===== config.mk =====
export PLATFORM = sky130hd
export DESIGN_NAME = base64_stream_encoder_flat
export DESIGN_NICKNAME = d
export VERILOG_FILES = /design/src/hw/rtl/b64e_pkg.sv /design/src/hw/rtl/b64e_if.sv /design/src/hw/rtl/base64_stream_encoder.sv /design/src/hw/rtl/b64e_front.sv /design/src/hw/rtl/b64e_queue.sv /design/src/hw/rtl/b64e_back.sv /design/src/flat_wrapper.sv
export SDC_FILE = /design/constraint.sdc
export NUM_CORES = 1
export LEC_CHECK = 0
export BUFFER_PORTS_ARGS = -buffer_cell sky130_fd_sc_hd__buf_2
export CELL_PAD_IN_SITES_DETAIL_PLACEMENT = 1
export CELL_PAD_IN_SITES_GLOBAL_PLACEMENT = 1
export CORE_UTILIZATION = 45
export CTS_CLUSTER_DIAMETER = 200
export DETAILED_ROUTE_END_ITERATION = 16
export PLACE_DENSITY = 0.76
export SYNTH_ARGS = -nofsm -noshare
export SYNTH_HDL_FRONTEND = slang
export SYNTH_SLANG_ARGS = --single-unit
export TNS_END_PERCENT = 100

===== constraint.sdc =====
create_clock -name clk -period 8.7 [get_ports clk]
set_clock_uncertainty 0.15 [all_clocks]
set_input_delay 0 -clock clk [delete_from_list [all_inputs] [get_ports clk]]
set_output_delay 0 -clock clk [all_outputs]
set_load 0.01 [all_outputs]

===== src/hw/rtl/b64e_pkg.sv =====
`default_nettype none
package b64e_pkg;

	// Padding carried by one queued group.
	typedef enum logic [1:0] {
		PAD_NONE = 2'd0,
		PAD_ONE  = 2'd1,
		PAD_TWO  = 2'd2
	} b64e_pad_t;

	// One group of work handed from the front end to the character emitter.
	typedef struct packed {
		logic [23:0] group;
		b64e_pad_t   pad;
		logic        newline;
		logic        fin;
	} b64e_job_t;

	localparam int unsigned QUEUE_DEPTH = 2;
	localparam int unsigned QUEUE_AW    = $clog2(QUEUE_DEPTH);

	localparam logic [6:0] CHAR_PAD     = 7'h3D;
	localparam logic [6:0] CHAR_NEWLINE = 7'h0A;

	localparam logic [2:0] SLOT_NEWLINE = 3'd4;

	// Map a sextet onto the standard alphabet with '+' and '/'.
	function automatic logic [6:0] b64e_symbol(input logic [5:0] v);
		logic [6:0] r;
		if (v < 6'd26) begin
			r = 7'h41 + {1'b0, v};
		end else if (v < 6'd52) begin
			r = 7'h61 + {1'b0, v} - 7'd26;
		end else if (v < 6'd62) begin
			r = 7'h30 + {1'b0, v} - 7'd52;
		end else if (v == 6'd62) begin
			r = 7'h2B;
		end else begin
			r = 7'h2F;
		end
		return r;
	endfunction

endpackage
`default_nettype wire


===== src/hw/rtl/b64e_if.sv =====
`default_nettype none
// Byte channel into the encoder.
interface b64e_byte_if;
	logic       valid;
	logic       ready;
	logic [7:0] data_byte;
	logic       final_byte;

	modport source (output valid, output data_byte, output final_byte, input ready);
	modport sink   (input valid, input data_byte, input final_byte, output ready);
endinterface

// Character channel out of the encoder.
interface b64e_char_if;
	logic       valid;
	logic       ready;
	logic [6:0] out_char;
	logic       run_last;
	logic       stream_end;

	modport source (output valid, output out_char, output run_last, output stream_end,
		input ready);
	modport sink   (input valid, input out_char, input run_last, input stream_end,
		output ready);
endinterface
`default_nettype wire


===== src/hw/rtl/base64_stream_encoder.sv =====
// Path: a byte that closes a group goes into the queue; its first character then goes to the
// output register. Throughput: one character per cycle while the sink is ready; a group gives
// four or five characters, so steady input is limited by the single character output register.
// Bytes that only fill the group are taken every cycle while the two-entry queue has room.
// Reset: arst_n is asynchronous and active low; it clears the held bytes, line counter,
// queue, output register and sets the line limit to zero (no wrapping).
`default_nettype none
module base64_stream_encoder (
	input  wire            clk,
	input  wire            arst_n,
	input  wire            cfg_we,
	input  wire  [9:0]     cfg_wdata,
	b64e_byte_if.sink      bytes,
	b64e_char_if.source    chars
);
	import b64e_pkg::*;

	logic      queue_full;
	logic      push;
	b64e_job_t push_job;
	logic      pop;
	logic      head_valid;
	b64e_job_t head_job;

	// Front end: holds bytes, tracks the line and forms groups.
	b64e_front u_front (
		.clk        (clk),
		.arst_n     (arst_n),
		.cfg_we     (cfg_we),
		.cfg_wdata  (cfg_wdata),
		.in_valid   (bytes.valid),
		.in_byte    (bytes.data_byte),
		.in_final   (bytes.final_byte),
		.in_ready   (bytes.ready),
		.queue_full (queue_full),
		.push       (push),
		.push_job   (push_job)
	);

	// Short queue between the two halves.
	b64e_queue u_queue (
		.clk        (clk),
		.arst_n     (arst_n),
		.push       (push),
		.push_job   (push_job),
		.full       (queue_full),
		.pop        (pop),
		.head_valid (head_valid),
		.head_job   (head_job)
	);

	// Back end: emits one character per transaction.
	b64e_back u_back (
		.clk            (clk),
		.arst_n         (arst_n),
		.head_valid     (head_valid),
		.head_job       (head_job),
		.pop            (pop),
		.out_valid      (chars.valid),
		.out_ready      (chars.ready),
		.out_char       (chars.out_char),
		.out_run_last   (chars.run_last),
		.out_stream_end (chars.stream_end)
	);
endmodule
`default_nettype wire


===== src/hw/rtl/b64e_front.sv =====
`default_nettype none
module b64e_front (
	input  wire               clk,
	input  wire               arst_n,
	input  wire               cfg_we,
	input  wire  [9:0]        cfg_wdata,
	input  wire               in_valid,
	input  wire  [7:0]        in_byte,
	input  wire               in_final,
	output logic              in_ready,
	input  wire               queue_full,
	output logic              push,
	output b64e_pkg::b64e_job_t push_job
);
	import b64e_pkg::*;

	logic [9:0]  line_limit_q;
	logic [15:0] held_q;
	logic [1:0]  held_cnt_q;
	logic [10:0] line_cnt_q;

	logic        accept;
	logic        full_group;
	logic [10:0] line_sum;
	logic        wrap;

	// A byte is taken whenever the queue has room for the group it may close.
	assign in_ready   = !queue_full;
	assign accept     = in_valid && in_ready;
	assign full_group = (held_cnt_q == 2'd2);

	// Line counter advances by four per full group and wraps on the limit.
	assign line_sum = line_cnt_q + 11'd4;
	assign wrap     = (line_limit_q != 10'd0) && (line_sum >= {1'b0, line_limit_q});

	// Classify the byte: held, full group, or padded tail.
	always_comb begin
		push             = 1'b0;
		push_job.group   = {held_q, in_byte};
		push_job.pad     = PAD_NONE;
		push_job.newline = 1'b0;
		push_job.fin     = in_final;
		if (accept) begin
			if (full_group) begin
				push             = 1'b1;
				push_job.newline = wrap;
			end else if (in_final) begin
				push = 1'b1;
				if (held_cnt_q == 2'd1) begin
					push_job.group = {held_q[7:0], in_byte, 8'h00};
					push_job.pad   = PAD_ONE;
				end else begin
					push_job.group = {in_byte, 16'h0000};
					push_job.pad   = PAD_TWO;
				end
			end
		end
	end

	// Configuration register.
	always_ff @(posedge clk or negedge arst_n) begin
		if (!arst_n) begin
			line_limit_q <= 10'd0;
		end else if (cfg_we) begin
			line_limit_q <= cfg_wdata;
		end
	end

	// Held bytes and line position.
	always_ff @(posedge clk or negedge arst_n) begin
		if (!arst_n) begin
			held_q     <= 16'h0000;
			held_cnt_q <= 2'd0;
			line_cnt_q <= 11'd0;
		end else if (accept) begin
			if (full_group || in_final) begin
				held_q     <= 16'h0000;
				held_cnt_q <= 2'd0;
				if (in_final) begin
					line_cnt_q <= 11'd0;
				end else begin
					line_cnt_q <= wrap ? 11'd0 : line_sum;
				end
			end else begin
				held_q     <= {held_q[7:0], in_byte};
				held_cnt_q <= held_cnt_q + 2'd1;
			end
		end
	end
endmodule
`default_nettype wire


===== src/hw/rtl/b64e_queue.sv =====
`default_nettype none
module b64e_queue (
	input  wire                clk,
	input  wire                arst_n,
	input  wire                push,
	input  wire b64e_pkg::b64e_job_t push_job,
	output logic               full,
	input  wire                pop,
	output logic               head_valid,
	output b64e_pkg::b64e_job_t head_job
);
	import b64e_pkg::*;

	b64e_job_t            mem_q [QUEUE_DEPTH];
	logic [QUEUE_AW-1:0]  wr_ptr_q;
	logic [QUEUE_AW-1:0]  rd_ptr_q;
	logic [QUEUE_AW:0]    count_q;

	logic do_push;
	logic do_pop;

	assign full       = (count_q == (QUEUE_AW+1)'(QUEUE_DEPTH));
	assign head_valid = (count_q != '0);
	assign head_job   = mem_q[rd_ptr_q];
	assign do_push    = push && !full;
	assign do_pop     = pop && head_valid;

	// Storage for queued groups.
	always_ff @(posedge clk) begin
		if (do_push) begin
			mem_q[wr_ptr_q] <= push_job;
		end
	end

	// Pointers and occupancy.
	always_ff @(posedge clk or negedge arst_n) begin
		if (!arst_n) begin
			wr_ptr_q <= '0;
			rd_ptr_q <= '0;
			count_q  <= '0;
		end else begin
			if (do_push) begin
				wr_ptr_q <= (wr_ptr_q == QUEUE_AW'(QUEUE_DEPTH - 1)) ? '0 : wr_ptr_q + 1'b1;
			end
			if (do_pop) begin
				rd_ptr_q <= (rd_ptr_q == QUEUE_AW'(QUEUE_DEPTH - 1)) ? '0 : rd_ptr_q + 1'b1;
			end
			case ({do_push, do_pop})
				2'b10:   count_q <= count_q + 1'b1;
				2'b01:   count_q <= count_q - 1'b1;
				default: count_q <= count_q;
			endcase
		end
	end
endmodule
`default_nettype wire


===== src/hw/rtl/b64e_back.sv =====
`default_nettype none
module b64e_back (
	input  wire                clk,
	input  wire                arst_n,
	input  wire                head_valid,
	input  wire b64e_pkg::b64e_job_t head_job,
	output logic               pop,
	output logic               out_valid,
	input  wire                out_ready,
	output logic [6:0]         out_char,
	output logic               out_run_last,
	output logic               out_stream_end
);
	import b64e_pkg::*;

	logic [2:0] slot_q;
	logic       valid_q;
	logic [6:0] char_q;
	logic       run_last_q;
	logic       stream_end_q;

	logic       load;
	logic       last_slot;
	logic       is_pad;
	logic [5:0] sextet;
	logic [6:0] next_char;

	// Output register takes a new character whenever it is empty or being drained.
	assign load      = head_valid && (!valid_q || out_ready);
	assign last_slot = head_job.newline ? (slot_q == SLOT_NEWLINE) : (slot_q == 3'd3);
	assign pop       = load && last_slot;

	// Pick the sextet for the current slot, most significant first.
	always_comb begin
		case (slot_q)
			3'd0:    sextet = head_job.group[23:18];
			3'd1:    sextet = head_job.group[17:12];
			3'd2:    sextet = head_job.group[11:6];
			default: sextet = head_job.group[5:0];
		endcase
	end

	// Decide between symbol, padding and newline.
	always_comb begin
		case (head_job.pad)
			PAD_ONE: is_pad = (slot_q == 3'd3);
			PAD_TWO: is_pad = (slot_q == 3'd2) || (slot_q == 3'd3);
			default: is_pad = 1'b0;
		endcase
		if (slot_q == SLOT_NEWLINE) begin
			next_char = CHAR_NEWLINE;
		end else if (is_pad) begin
			next_char = CHAR_PAD;
		end else begin
			next_char = b64e_symbol(sextet);
		end
	end

	// Slot counter within the current group.
	always_ff @(posedge clk or negedge arst_n) begin
		if (!arst_n) begin
			slot_q <= 3'd0;
		end else if (load) begin
			slot_q <= last_slot ? 3'd0 : slot_q + 3'd1;
		end
	end

	// Output register.
	always_ff @(posedge clk or negedge arst_n) begin
		if (!arst_n) begin
			valid_q <= 1'b0;
		end else if (load) begin
			valid_q <= 1'b1;
		end else if (out_ready) begin
			valid_q <= 1'b0;
		end
	end

	always_ff @(posedge clk) begin
		if (load) begin
			char_q       <= next_char;
			run_last_q   <= last_slot;
			stream_end_q <= last_slot && head_job.fin;
		end
	end

	assign out_valid      = valid_q;
	assign out_char       = char_q;
	assign out_run_last   = run_last_q;
	assign out_stream_end = stream_end_q;
endmodule
`default_nettype wire


===== src/flat_wrapper.sv =====
// flat-port wrapper written by rule: the top's interface ports become plain ports
module base64_stream_encoder_flat import b64e_pkg::*;
  (clk, arst_n, cfg_we, cfg_wdata, bytes_valid, bytes_data_byte, bytes_final_byte, bytes_ready, chars_valid, chars_out_char, chars_run_last, chars_stream_end, chars_ready);
  b64e_byte_if bytes_i ();
  b64e_char_if chars_i ();
  input  wire clk;
  input  wire arst_n;
  input  wire cfg_we;
  input  wire  [9:0] cfg_wdata;
  input wire logic [$bits(bytes_i.valid)-1:0] bytes_valid;
  input wire logic [$bits(bytes_i.data_byte)-1:0] bytes_data_byte;
  input wire logic [$bits(bytes_i.final_byte)-1:0] bytes_final_byte;
  output wire logic [$bits(bytes_i.ready)-1:0] bytes_ready;
  output wire logic [$bits(chars_i.valid)-1:0] chars_valid;
  output wire logic [$bits(chars_i.out_char)-1:0] chars_out_char;
  output wire logic [$bits(chars_i.run_last)-1:0] chars_run_last;
  output wire logic [$bits(chars_i.stream_end)-1:0] chars_stream_end;
  input wire logic [$bits(chars_i.ready)-1:0] chars_ready;
  assign bytes_i.valid = bytes_valid;
  assign bytes_i.data_byte = bytes_data_byte;
  assign bytes_i.final_byte = bytes_final_byte;
  assign bytes_ready = bytes_i.ready;
  assign chars_valid = chars_i.valid;
  assign chars_out_char = chars_i.out_char;
  assign chars_run_last = chars_i.run_last;
  assign chars_stream_end = chars_i.stream_end;
  assign chars_i.ready = chars_ready;
  base64_stream_encoder u_core (.clk(clk), .arst_n(arst_n), .cfg_we(cfg_we), .cfg_wdata(cfg_wdata), .bytes(bytes_i), .chars(chars_i));
endmodule

==> flow_summary.yaml <==
timing:
  rsz0062_at_grt: "no"
  finalMaxSlewViolations: 0
  finalSetupViolations: 0
  slew_headroom: 0.205
  tns_ps: 0
  worst_slew_pin_slew_ps: 1190
  clock.fmax_ghz: 0.237
  holdWs_ps: 246
  fin_crit_sh: 0.485
  finalHoldViolCount: 0
  min_period_ps: 4220
layout:
  diodes: 0
  final_area_um2: 6420
  layout-drive-gt1-share: 0.153
  syn2layout_area_growth_pct: 18.4
  fin_nets: 580
clocking:
  cts_buffers: 9
  cts-root-buf: "clkbuf_16"
  cts-resized-gates: 0
  cts_buffer_depth: 2
  cts_tree: "done"
  clkTransAtPathRegs_ps: 70
  h-tree-depth: 3
  ctsHoldBuffers: 39
  clock-sinks: 110
  worst_skew_pair.late_latency_ps: 360
  post_cts_buffers: 0
synthesis:
  ys_ff_latch: 110
  synth_warnings: 0
  ys_seq_area_frac: 0.568
  syn-cell-area_um2: 5420
  synth_cell_types: 56
  synth_flop_cell: "edfxtp_1"
  syn-num-nets: 510
  synth_edf_count: 65
  synthCells: 462
  async_flop_share: 0.409
  synth_area_per_cell_um2: 11.7
flow_run:
  drv_cap: 0
placed_design:
  hpwl_mm: 8.59
  place_area_um2: 5720
  io_buffers: 34
  gp_congestion: 0.834
global_routing:
  grt_pass1_wl_mm: 22.4
  antenna_found_initial: 0
  track_usage: 0.233
  grt_start_max_net_pins: 46
  grt_overflow: 0
  grt_pass1_vias: 4188
worst_setup_path:
  reg2reg_to: "u_core.u_back.out_char[3]$_SDFFCE_PP1P_"
  worst-setup-path-type: "flip-flop to flip-flop"
  timing.rr.start: "u_core.u_back.slot_q[0]$_DFFE_PN0P_"
  reg2reg_slack_ps: 4480
  ff2ff_path_depth: 12
  cp-start-kind: "flip-flop"
  worstSetupEndpoint: "u_core.u_back.out_char[3]$_SDFFCE_PP1P_"
  startpoint: "u_core.u_back.slot_q[0]$_DFFE_PN0P_"
  arrival_ps: 4160
  crit_required_ps: 8640
  cp_max_fo: 7
  endpoint_kind: "flip-flop"
power_and_ir_drop:
  ir_worst_vdd_mv: 0.174
  p_comb_frac: 0.449
  p_seq_frac: 0.358
  leakage_uw: 0.00264
  powerDensity_nw_per_um2: 357
  power_frac_clock: 0.193
  p_int_uw: 1400
  power_uw: 2300
  sw_frac_of_total: 0.391
  power_switching_uw: 898
detailed_routing:
  wl_mm: 13.6
  drc_errors: 4
  wl_per_cell_um: 20.0
  viasPerCell: 5.81
  drt-pass1-iter-count: 10
  drtAntennaViolNets: 0
  first_iter_violations: 230
  vias: 3950
outcome:
  status: "finished, violations left"
  violations: "DRC"
die:
  die_h_um: 112
  io-pin-count: 35
  coreArea_um2: 11600
  num_rows: 39
  dieArea_um2: 12500
  start_util: 0.469
  die_width_um: 112
min_path:
  hp-class: "input port to async pin"
## synth_stat cells, types with 3 or more instances
library cell	instances	share of area
edfxtp_1	65	0.36
nand2_1	49	0.034
dfrtp_1	45	0.21
o21ai_0	37	0.034
inv_1	27	0.019
ha_1	24	0.055
a22o_1	20	0.032
mux2_2	19	0.039
mux2i_1	17	0.031
nor2_1	16	0.011
and2_1	13	0.015
clkbuf_1	13	0.0090
a21oi_1	12	0.011
nand3_1	7	0.0065
nor3_1	7	0.0065
a221oi_1	6	0.0097
nand2b_1	6	0.0069
xnor2_1	6	0.0097
nor2b_1	5	0.0058
o21ai_1	5	0.0046
o22ai_1	5	0.0058
and3_1	4	0.0046
xor2_1	4	0.0065
a21o_1	3	0.0042
a222oi_1	3	0.0055
a31oi_1	3	0.0035
nand4_1	3	0.0035
## routing by layer
| layer | GRT usage | routed length (um) | up-vias |
|---|---|---|---|
| met2 | 0.405 | 6730 | 87 |
| met1 | 0.304 | 6190 | 2004 |
| met5 | 0 | 0 | - |
| li1 | - | - | 1845 |
| met3 | 0.0294 | 445 | 14 |
| met4 | 0.0739 | 216 | 0 |
## power by group through the flow
stage | clock (uW) | sequential (uW) | combinational, uW
finish | 443 | 821 | 1030
global route | 462 | 839 | 1130
CTS | 445 | 820 | 1020
detailed placement | 0 | 829 | 992
global placement | 0 | 819 | 946
floorplan | 0 | 814 | 732
## registers in the layout, summed over array words and instances (netlist names), 2 cells and up
| name | count |
|---|---|
| u_core.u_front.held_q | 16 |
| u_core.u_front.line_limit_q | 10 |
| u_core.u_front.line_cnt_q | 9 |
| u_core.u_front.held_cnt_q | 2 |
| u_core.u_back.slot_q | 3 |
| u_core.u_back.out_char | 7 |
| u_core.u_queue.mem_q | 56 |
| u_core.u_queue.count_q | 2 |
## per-stage QoR
stage | std cells | utilization | setup slack (ps)
CTS | 680 | 0.555 | 4500
global placement | 625 | 0.494 | 4830
floorplan | 462 | - | 5340
global route | 680 | 0.555 | 4220
detailed placement | 625 | 0.494 | 4580
finish | 680 | 0.555 | 4480
## cell families after synthesis
group                    synth area share
AO/OA/AOI/OAI                       0.141
XOR/XNOR                           0.0162
adder cells (fa/ha/maj)            0.0554
buffers and inverters              0.0346
flip-flops                          0.568
multiplexers                       0.0764
AND/OR/NAND/NOR                     0.109
## final cells by class
cell class                      instances  area [um2]
Clock inverter                          7        88.8
Fill cell                            1204        5140
Sequential cell                       110        3080
Timing Repair Buffer                   77         591
Inverter                               27         101
Clock buffer                            9         225
Multi-Input combinational cell        307        2160
Tap cell                              143         179
## worst min path at each step
stage | from | endpoint | cells after the start
floorplan | arst_n | u_core.u_back.out_valid$_DFFE_PN0P_ | 0
global placement | cfg_wdata[6] | u_core.u_front.line_limit_q[6]$_DFFE_PN0P_ | 3
detailed placement | cfg_wdata[5] | u_core.u_front.line_limit_q[5]$_DFFE_PN0P_ | 3
CTS | arst_n | u_core.u_front.held_q[13]$_DFFE_PN0P_ | 2
global route | chars_ready | u_core.u_back.out_valid$_DFFE_PN0P_ | 4
finish | arst_n | u_core.u_front.held_q[13]$_DFFE_PN0P_ | 2
## cell usage in the layout (no fill, tap or decap), types with 3 or more instances in the layout
cell / instances
mux2_2: 19
nand2_1: 49
dfrtp_1: 45
o21ai_0: 37
mux2i_1: 17
edfxtp_1: 65
a21oi_1: 12
inv_1: 27
a222oi_1: 3
o22ai_1: 5
xor2_1: 4
a22o_1: 20
clkbuf_16: 9
nor2_1: 15
nor3_1: 7
a31oi_1: 3
a21o_1: 3
nand2b_1: 6
and3_1: 4
buf_4: 4
xnor2_1: 6
nand4_1: 3
o21ai_1: 5
nor2b_1: 5
and2_1: 13
buf_2: 34
a221oi_1: 6
ha_1: 24
nand3_1: 7
dlygate4sd3_1: 39
## critical path, cell delays in order (launching register included)
cell and delay, ps:
dfrtp_1 420, inv_1 140, ha_1 310, nor3_1 130
or2_2 330, a221oi_1 920, inv_1 100, ha_1 270
nand3b_1 190, o22ai_1 370, nor2_1 150, a221oi_1 350
o21ai_1 120
Power figures use the tool's default switching activity.
